### config.mk
export PLATFORM = sky130hd
export DESIGN_NAME = c_comment_stripper_top_flat
export DESIGN_NICKNAME = d
export VERILOG_FILES = /design/src/hdl/ccs_pkg.sv /design/src/hdl/ccs_if.sv /design/src/hdl/ccs_scan.sv /design/src/hdl/ccs_out_buf.sv /design/src/hdl/c_comment_stripper_top.sv /design/src/flat_wrapper.sv
export SDC_FILE = /design/constraint.sdc
export NUM_CORES = 1
export LEC_CHECK = 0
export BUFFER_PORTS_ARGS = -buffer_cell sky130_fd_sc_hd__buf_2
export CAP_MARGIN = 30
export CORE_ASPECT_RATIO = 0.9
export CORE_UTILIZATION = 45
export CTS_BUF_LIST = sky130_fd_sc_hd__clkbuf_8
export CTS_CLUSTER_DIAMETER = 60
export DETAILED_ROUTE_END_ITERATION = 10
export HOLD_SLACK_MARGIN = 0.08
export PLACE_DENSITY = 0.66
export SYNTH_ARGS = -nofsm -noshare
export SYNTH_HDL_FRONTEND = slang
export SYNTH_SLANG_ARGS = --single-unit
### constraint.sdc
create_clock -name clk -period 5.51 [get_ports clk]
set_input_delay 0.2755 -clock clk [delete_from_list [all_inputs] [get_ports clk]]
set_output_delay 0.2755 -clock clk [all_outputs]
set_load 0.01 [all_outputs]
### src/hdl/ccs_pkg.sv
// ----------------------------------------------------------------------------
// ccs_pkg
// Shared types and character constants for the C comment stripper.
// ----------------------------------------------------------------------------
`default_nettype none

package ccs_pkg;

    typedef enum logic [2:0] {
        MODE_NORMAL = 3'd0,
        MODE_SLASH  = 3'd1,
        MODE_LINE   = 3'd2,
        MODE_BLOCK  = 3'd3,
        MODE_STAR   = 3'd4
    } scan_mode_t;

    localparam logic [7:0] CH_SLASH  = 8'h2F;
    localparam logic [7:0] CH_STAR   = 8'h2A;
    localparam logic [7:0] CH_NL     = 8'h0A;
    localparam logic [7:0] CH_CR     = 8'h0D;
    localparam logic [7:0] CH_TAB    = 8'h09;
    localparam logic [7:0] CH_BSLASH = 8'h5C;
    localparam logic [7:0] CH_SPACE  = 8'h20;

    typedef struct packed {
        logic [7:0] out_byte;
        logic       is_end;
        logic       unterminated;
        logic       last;
    } result_t;

    // Results produced by one accepted item: count of 0, 1 or 2, head first.
    typedef struct packed {
        logic [1:0] count;
        result_t    first;
        result_t    second;
    } result_pair_t;

endpackage

`default_nettype wire

### src/hdl/ccs_if.sv
// ----------------------------------------------------------------------------
// ccs_in_if / ccs_out_if
// Valid/ready channels for source text items and filtered result items.
// ----------------------------------------------------------------------------
`default_nettype none

interface ccs_in_if;
    logic       valid;
    logic       ready;
    logic [7:0] in_byte;
    logic       end_of_text;

    modport source (output valid, output in_byte, output end_of_text, input ready);
    modport sink   (input valid, input in_byte, input end_of_text, output ready);
endinterface

interface ccs_out_if;
    logic       valid;
    logic       ready;
    logic [7:0] out_byte;
    logic       is_end;
    logic       unterminated;
    logic       last;

    modport source (output valid, output out_byte, output is_end, output unterminated,
                    output last, input ready);
    modport sink   (input valid, input out_byte, input is_end, input unterminated,
                    input last, output ready);
endinterface

`default_nettype wire

### src/hdl/ccs_scan.sv
// ----------------------------------------------------------------------------
// ccs_scan
// Scan mode and pending-space state; decodes one item into up to two results.
// ----------------------------------------------------------------------------
`default_nettype none

module ccs_scan (
    input  wire                  clk,
    input  wire                  rst_n,
    input  wire                  take,
    input  wire [7:0]            in_byte,
    input  wire                  end_of_text,
    output ccs_pkg::result_pair_t results
);
    import ccs_pkg::*;

    scan_mode_t mode_reg;
    scan_mode_t mode_next;
    logic       pending_reg;
    logic       pending_next;

    function automatic result_t byte_res(input logic [7:0] b);
        result_t r;
        r.out_byte     = b;
        r.is_end       = 1'b0;
        r.unterminated = 1'b0;
        r.last         = 1'b0;
        return r;
    endfunction

    function automatic result_t end_res(input logic unterm);
        result_t r;
        r.out_byte     = 8'h00;
        r.is_end       = 1'b1;
        r.unterminated = unterm;
        r.last         = 1'b1;
        return r;
    endfunction

    // Next state
    always_comb
    begin
        mode_next    = mode_reg;
        pending_next = pending_reg;
        if (end_of_text)
        begin
            mode_next    = MODE_NORMAL;
            pending_next = 1'b0;
        end
        else
        begin
            unique case (mode_reg)
                MODE_SLASH:
                begin
                    if (in_byte == CH_SLASH)
                        mode_next = MODE_LINE;
                    else if (in_byte == CH_STAR)
                        mode_next = MODE_BLOCK;
                    else
                        mode_next = MODE_NORMAL;
                end
                MODE_LINE:
                begin
                    if (in_byte == CH_NL)
                        mode_next = MODE_NORMAL;
                end
                MODE_BLOCK:
                begin
                    if (in_byte == CH_STAR)
                        mode_next = MODE_STAR;
                end
                MODE_STAR:
                begin
                    if (in_byte == CH_SLASH)
                        mode_next = MODE_NORMAL;
                    else if (in_byte != CH_STAR)
                        mode_next = MODE_BLOCK;
                end
                default:
                begin
                    mode_next = MODE_NORMAL;
                    if (in_byte == CH_SLASH)
                        mode_next = MODE_SLASH;
                    else if (in_byte == CH_BSLASH)
                        pending_next = 1'b1;
                    else if (in_byte != CH_CR && in_byte != CH_TAB)
                        pending_next = 1'b0;
                end
            endcase
        end
    end

    // Outputs
    always_comb
    begin
        results.count  = 2'd0;
        results.first  = byte_res(8'h00);
        results.second = byte_res(8'h00);
        if (end_of_text)
        begin
            if (mode_reg == MODE_SLASH)
            begin
                results.count  = 2'd2;
                results.first  = byte_res(CH_SLASH);
                results.second = end_res(1'b0);
            end
            else
            begin
                results.count = 2'd1;
                results.first = end_res(mode_reg == MODE_BLOCK || mode_reg == MODE_STAR);
            end
        end
        else
        begin
            unique case (mode_reg)
                MODE_SLASH:
                begin
                    if (in_byte != CH_SLASH && in_byte != CH_STAR)
                    begin
                        results.count       = 2'd2;
                        results.first       = byte_res(CH_SLASH);
                        results.second      = byte_res(in_byte);
                        results.second.last = 1'b1;
                    end
                end
                MODE_LINE:
                begin
                    if (in_byte == CH_NL)
                    begin
                        results.count      = 2'd1;
                        results.first      = byte_res(CH_NL);
                        results.first.last = 1'b1;
                    end
                end
                MODE_BLOCK, MODE_STAR:
                begin
                    results.count = 2'd0;
                end
                default:
                begin
                    if (in_byte != CH_SLASH && in_byte != CH_BSLASH)
                    begin
                        results.count = 2'd1;
                        if (in_byte == CH_CR)
                            results.first = byte_res(CH_NL);
                        else if (in_byte == CH_TAB || pending_reg)
                            results.first = byte_res(CH_SPACE);
                        else
                            results.first = byte_res(in_byte);
                        results.first.last = 1'b1;
                    end
                end
            endcase
        end
    end

    always_ff @(posedge clk or negedge rst_n)
    begin
        if (!rst_n)
        begin
            mode_reg    <= MODE_NORMAL;
            pending_reg <= 1'b0;
        end
        else if (take)
        begin
            mode_reg    <= mode_next;
            pending_reg <= pending_next;
        end
    end

endmodule

`default_nettype wire

### src/hdl/ccs_out_buf.sv
// ----------------------------------------------------------------------------
// ccs_out_buf
// Two-slot result register; loads an item's results and drains one per cycle while out_ready is high.
// ----------------------------------------------------------------------------
`default_nettype none

module ccs_out_buf (
    input  wire                   clk,
    input  wire                   rst_n,
    input  wire                   load,
    input  ccs_pkg::result_pair_t results,
    output logic                  can_load,
    output logic                  out_valid,
    input  wire                   out_ready,
    output ccs_pkg::result_t      head
);
    import ccs_pkg::*;

    logic [1:0] count_reg;
    logic [1:0] count_next;
    result_t    slot0_reg;
    result_t    slot0_next;
    result_t    slot1_reg;
    logic       pop;

    assign out_valid = (count_reg != 2'd0);
    assign head      = slot0_reg;
    assign pop       = out_valid && out_ready;
    // Room exists once the buffer is empty after this cycle's pop.
    assign can_load  = (count_reg == 2'd0) || (count_reg == 2'd1 && out_ready);

    always_comb
    begin
        count_next = count_reg;
        slot0_next = slot0_reg;
        if (load)
        begin
            count_next = results.count;
            slot0_next = results.first;
        end
        else if (pop)
        begin
            count_next = count_reg - 2'd1;
            slot0_next = slot1_reg;
        end
    end

    always_ff @(posedge clk or negedge rst_n)
    begin
        if (!rst_n)
            count_reg <= 2'd0;
        else
            count_reg <= count_next;
    end

    always_ff @(posedge clk)
    begin
        slot0_reg <= slot0_next;
        if (load)
            slot1_reg <= results.second;
    end

endmodule

`default_nettype wire

### src/hdl/c_comment_stripper_top.sv
// ----------------------------------------------------------------------------
// c_comment_stripper_top
// Streaming C comment filter: one source byte or end-of-text item per cycle unless stalled.
// ----------------------------------------------------------------------------
// The first result of an item is offered in the cycle after acceptance.
// Throughput: one item per cycle while each yields at most one result and the
// output is not stalled; an item with two results holds the two-slot output register while they drain.
// Reset: asynchronous, active low; returns to normal mode, no pending space,
// and empties the output register.
`default_nettype none

module c_comment_stripper_top (
    input  wire   clk,
    input  wire   rst_n,
    ccs_in_if.sink    text_in,
    ccs_out_if.source text_out
);
    import ccs_pkg::*;

    result_pair_t results;
    result_t      head;
    logic         can_load;
    logic         take;
    logic         out_valid;

    assign text_in.ready = can_load;
    assign take          = text_in.valid && can_load;

    ccs_scan u_scan (
        .clk         (clk),
        .rst_n       (rst_n),
        .take        (take),
        .in_byte     (text_in.in_byte),
        .end_of_text (text_in.end_of_text),
        .results     (results)
    );

    ccs_out_buf u_out_buf (
        .clk       (clk),
        .rst_n     (rst_n),
        .load      (take),
        .results   (results),
        .can_load  (can_load),
        .out_valid (out_valid),
        .out_ready (text_out.ready),
        .head      (head)
    );

    assign text_out.valid        = out_valid;
    assign text_out.out_byte     = head.out_byte;
    assign text_out.is_end       = head.is_end;
    assign text_out.unterminated = head.unterminated;
    assign text_out.last         = head.last;

endmodule

`default_nettype wire

### src/flat_wrapper.sv
// flat-port wrapper written by rule: the top's interface ports become plain ports
module c_comment_stripper_top_flat import ccs_pkg::*;
  (clk, rst_n, text_in_valid, text_in_in_byte, text_in_end_of_text, text_in_ready, text_out_valid, text_out_out_byte, text_out_is_end, text_out_unterminated, text_out_last, text_out_ready);
  ccs_in_if text_in_i ();
  ccs_out_if text_out_i ();
  input  wire clk;
  input  wire rst_n;
  input wire logic [$bits(text_in_i.valid)-1:0] text_in_valid;
  input wire logic [$bits(text_in_i.in_byte)-1:0] text_in_in_byte;
  input wire logic [$bits(text_in_i.end_of_text)-1:0] text_in_end_of_text;
  output wire logic [$bits(text_in_i.ready)-1:0] text_in_ready;
  output wire logic [$bits(text_out_i.valid)-1:0] text_out_valid;
  output wire logic [$bits(text_out_i.out_byte)-1:0] text_out_out_byte;
  output wire logic [$bits(text_out_i.is_end)-1:0] text_out_is_end;
  output wire logic [$bits(text_out_i.unterminated)-1:0] text_out_unterminated;
  output wire logic [$bits(text_out_i.last)-1:0] text_out_last;
  input wire logic [$bits(text_out_i.ready)-1:0] text_out_ready;
  assign text_in_i.valid = text_in_valid;
  assign text_in_i.in_byte = text_in_in_byte;
  assign text_in_i.end_of_text = text_in_end_of_text;
  assign text_in_ready = text_in_i.ready;
  assign text_out_valid = text_out_i.valid;
  assign text_out_out_byte = text_out_i.out_byte;
  assign text_out_is_end = text_out_i.is_end;
  assign text_out_unterminated = text_out_i.unterminated;
  assign text_out_last = text_out_i.last;
  assign text_out_i.ready = text_out_ready;
  c_comment_stripper_top u_core (.clk(clk), .rst_n(rst_n), .text_in(text_in_i), .text_out(text_out_i));
endmodule
# [After elaboration in Yosys (flattened, before gate mapping)]
# Index checks and enable logic that the tools add are counted.
[op_classes] n_addsub=1 eq_ne=21 n_mux=29 n_reduce_logical=17
[op_table] operator="$mux 11" count=5
[op_table] operator="$mux 24" count=2
[op_table] operator="$pmux 11 s3" count=1
[op_table] operator="$eq 8x4->1 const B" count=3
[op_table] operator="$mux 12" count=2
[op_table] operator="$mux 3" count=6
[op_table] operator="$eq 8x6->1 const B" count=2
[op_table] operator="$ne 8x4->1 const B" count=2
[op_table] operator="$ne 8x6->1 const B" count=2
[op_table] operator="$mux 13" count=1
[op_table] operator="$pmux 3 s4" count=1
[op_table] operator="$eq 8x7->1 const B" count=1
[op_table] operator="$mux 2" count=4
[op_table] operator="$ne 8x7->1 const B" count=1
[op_table] operator="$reduce_and 4->1" count=2
[op_table] operator="$eq 3x2->1 const B" count=2
[op_table] operator="$logic_and 1x1->1" count=6
[op_table] operator="$mux 1" count=6
[op_table] operator="$ne 3x3->1 const B" count=2
[op_table] operator="$pmux 2 s3" count=1
[op_table] operator="$ne 4x4->1 const B" count=1
[op_table] operator="$reduce_bool 2->1" count=2
[op_table] operator="$reduce_or 4->1" count=1
[op_table] operator="$eq 3x1->1 const B" count=1
[op_table] operator="9 further kinds" count=11
[totals] regBits=28 inputBits=13 out_inout_bits=13 word_cells=79

# [Longest topological paths before layout]
[depth] depth_word=8 ltp_mapped=8 ltp_nobuf=8

# [Hierarchy]
# A second synthesis with hierarchy kept.
[hier_totals] cells_unflattened=150 area_unflattened_um2=1729.2
[modules_own_cells] mod="ccs_out_buf" instances=1 cells_per_inst=53 area_each_um2=965.9 seq_area_each_um2=710.7
[modules_own_cells] mod="ccs_scan" instances=1 cells_per_inst=96 area_each_um2=757.0 seq_area_each_um2=100.1
[modules_own_cells] mod="c_comment_stripper_top" instances=1 cells_per_inst=1 area_each_um2=6.3 seq_area_each_um2=0.0

# [Worst setup path before layout]
# Ideal clock, no wire load.
[synth_timing] path_kind="reg2reg" start="register u_core.u_out_buf.count_reg[0]" end="register u_core.u_out_buf.slot0_reg (netlist bit u_core.u_out_buf.head[3]), data pin" setup_ns=0.261 t_arrival_ns=2.038 required_time_ns=5.249 setup_slack_ns=3.211 path_stages_with_launch=9 n_path_buf=0 period_less_slack_ns=2.299 cell_sequence="dfrtp_1 -> inv_1 -> ha_1 -> a21o_1 -> nand2_1 -> clkinv_1 -> nand3_1 -> nor4b_1 -> a221o_1"
[synth_lines] item="from (decl)" line="ccs_out_buf.sv:19" text="logic [1:0] count_reg;"
[synth_lines] item="from (signal assigned)" line="ccs_out_buf.sv:53" text="count_reg <= count_next;"
[synth_lines] item="to (signal assigned)" line="ccs_out_buf.sv:58" text="slot0_reg <= slot0_next;"
[synth_lines] item="to (decl)" line="ccs_out_buf.sv:21" text="result_t slot0_reg;"

==> results.txt <==
status -> complete, no violations
CTS tree -> built
initial antenna violation count -> 0
Slew headroom -> 0.453
first-pass GRT wire length -> 5240 um
cts bufs inserted -> 3
DRC Markers -> 0
DRT Pass-1 Iters -> 4
Synth Area in XOR/XNOR -> 0.0112
Layout Utilization -> 0.553
clock power share -> 0.170
Seq cells post-synth -> 27
vias in the first global route -> 1121
CP bufs+invs -> 2
antenna-violating nets left -> 0
f_max -> 332 MHz
Slew Limit Fails -> 0
placer congestion estimate -> 0.848
CP Cell Sequence -> inv_1, ha_1, a21o_1, nand2_1, clkinv_1, nand3_1, nor4b_1, a221o_1
Internal -> 0.435 mW
FFs w/ async S/R, synth -> 0.222
clock root buffer -> clkbuf_8
diode count -> 0
Crit. path cell count -> 8
main combinational cell family by area after synthesis -> simple AND/OR/NAND/NOR gates
Setup Buffers After CTS -> 0
Clock Sinks -> 27
Netlist cell types -> 53
DR WL/cell -> 15.2 um
Setup violations, final -> 0
clk_lat worst skew -> 270 ps
Tcrit/Tclk final -> 0.547
Max Cap Viol -> 0
Min Clock Period, post-route -> 3010 ps
Area Growth Syn to Fin -> 12.6%
vias -> 1212
Starting Density -> 0.491
Hold Crit Depth -> 2
core footprint -> 3190 um^2
CP top delay family -> simple AND/OR/NAND/NOR gates
sequential share of the synthesized area -> 0.499
Hold WC Path Type -> in -> reg
Clock Path Buffers -> 2
max reg flops -> 11
share of cells above drive strength 1 -> 0.265
pre-CTS WS -> 2540 ps
worst hold path startpoint -> text_in_end_of_text
FF-to-FF Start -> u_core.u_out_buf.count_reg[0]
reg2reg path depth -> 8
syn_area_per_cell -> 10.6 um^2
CP max stage cell -> clkinv_1
final worst slack -> 2500 ps
Hold Fails Final Rpt -> 0
drt via density -> 5.72
combinational cell fraction of total power -> 0.353
CP max FO -> 18
Worst-Margin Slew -> 810 ps
slowest cell delay on critical path -> 650 ps
placed insts -> 207
Die Width -> 64.1 um
TNS Setup -> 0 ps
H-tree Lvls -> 1
non-filler instance count after layout -> 212
RSZ-0062 raised after global routing -> false
mux cell area share after synthesis -> 0.0136
largest net degree at the start of global routing -> 19
EDFF count, synth -> 21
Post-Syn Nets -> 163
Setup CP Type -> reg -> reg
startpoint types -> flip-flop
simple-gate share of the synthesized area -> 0.226
final net count -> 186
CTS clock-pin slew for the worst setup and hold paths -> 90 ps
Power Density -> 378 nW/um^2
I/O pin total -> 26
ys flop type -> edfxtp_1
post-synthesis compound-gate area fraction -> 0.188
switching share of power -> 0.347
total die area -> 3720 um^2
Net Sw Power -> 0.231 mW
IO Port Bufs -> 25
Mapped Cells -> 148
DRT Wirelength -> 3220 um
DR iter-0 viols -> 68
Yosys warnings -> 0
Worst Skew -> 5.38 ps
Cell Area, Synth -> 1560 um^2
worst path arrival time -> 3050 ps
CP startpoint -> u_core.u_out_buf.count_reg[0]
Critical Path End Type -> flip-flop
# hold bufs at CTS -> 1
Final HPWL DP -> 2470 um
adder-cell share of the synthesized area -> 0.0160
post_cts resized -> 0
Max rail drop VDD -> 0.000138 V
Total GRT Usage -> 0.186
total grt overflow -> 0
Flop pwr share -> 0.478
Leakage -> 0.686 nW
height of the die -> 57.9 um
row count -> 19
worst endpoint required time -> 5540 ps
[final timing paths]
path                                                 endpoint  slack (ps)
worst max-delay path                 u_core.u_out_buf.head[3]        2500
worst min-delay path                u_core.u_scan.mode_reg[1]         310
worst max register to register       u_core.u_out_buf.head[3]        2500
worst min register to register  u_core.u_out_buf.count_reg[1]         550
max in group asynchronous       u_core.u_out_buf.count_reg[0]        5020
min in group asynchronous           u_core.u_scan.pending_reg         340
[cells by family after synthesis]
family	Yosys count
flops	27
compound gates	38
mux	2
buf+inv	17
simple gates	60
xor+xnor	2
fa+ha+maj	2
[cell type report]
cell class	count	area, um^2
fill	301	1420
inverter	9	33.8
clock buffer	3	41.3
clock inverter	1	7.51
multi-input combinational	104	711
timing repair buffer	26	135
tap	42	52.6
sequential	27	781
[per-stage QoR]
step	total power [mW]	instance area, um^2	hold WS (ps)
floorplan	0.481	1560	-20.1
global placement	0.548	1700	107
detailed placement	0.555	1700	110
CTS	0.665	1760	315
global route	0.705	1760	320
finish	0.665	1760	313
[worst reg2reg max path, cell delays in order, from the launching register on]
cell	delay, ps
dfrtp_1	400
inv_1	60
ha_1	230
a21o_1	170
nand2_1	420
clkinv_1	650
nand3_1	370
nor4b_1	150
a221o_1	320
[power groups by stage]
stage                     Sequential (mW)  Clock [mW]  Combinational (mW)
after floorplan                     0.326           0               0.155
after global placement              0.320           0               0.227
after detailed placement            0.322           0               0.233
after CTS                           0.318       0.112               0.235
after global routing                0.324       0.122               0.259
final                               0.318       0.113               0.234
[cells in the mapped netlist (2+ instances only)]
library cell	n	area, um^2
nand2_1	13	48.8
nand2b_1	5	31.3
a22o_1	3	26.3
ha_1	2	25.0
nor3_1	6	30.0
o41ai_1	2	17.5
a21o_1	2	15.0
and2_1	5	31.3
dfrtp_1	6	150
a221o_1	2	20.0
clkbuf_1	6	22.5
a21oi_1	6	30.0
o31ai_1	2	15.0
nor4b_1	2	17.5
nor2_1	9	33.8
nand3_1	6	30.0
edfxtp_1	21	631
o221a_2	2	22.5
inv_1	8	30.0
o21ai_0	6	30.0
xor2_1	2	17.5
[layer usage]
| metal | global-route usage | vias to the layer above | part of all wire |
|---|---|---|---|
| met5 | 0 | - | 0 |
| met4 | 0.0667 | 0 | 0.0044 |
| met3 | 0.0236 | 2 | 0.034 |
| met2 | 0.305 | 33 | 0.49 |
| met1 | 0.255 | 575 | 0.47 |
| li1 | - | 602 | - |
[placed cells by master (no fill, tap or decap), types with 2 or more instances in the layout]
cell       n
a221o_1    2
clkbuf_8   3
o31ai_1    2
o221a_2    2
o21ai_0    6
nor2_1     9
o41ai_1    2
and2_1     5
nand2_1   13
a21o_1     2
buf_2     25
ha_1       2
edfxtp_1  21
a21oi_1    6
inv_1      8
nor3_1     6
nand2b_1   5
nor4b_1    2
nand3_1    6
xor2_1     2
a22o_1     3
dfrtp_1    6
Power figures use the tool's default switching activity.
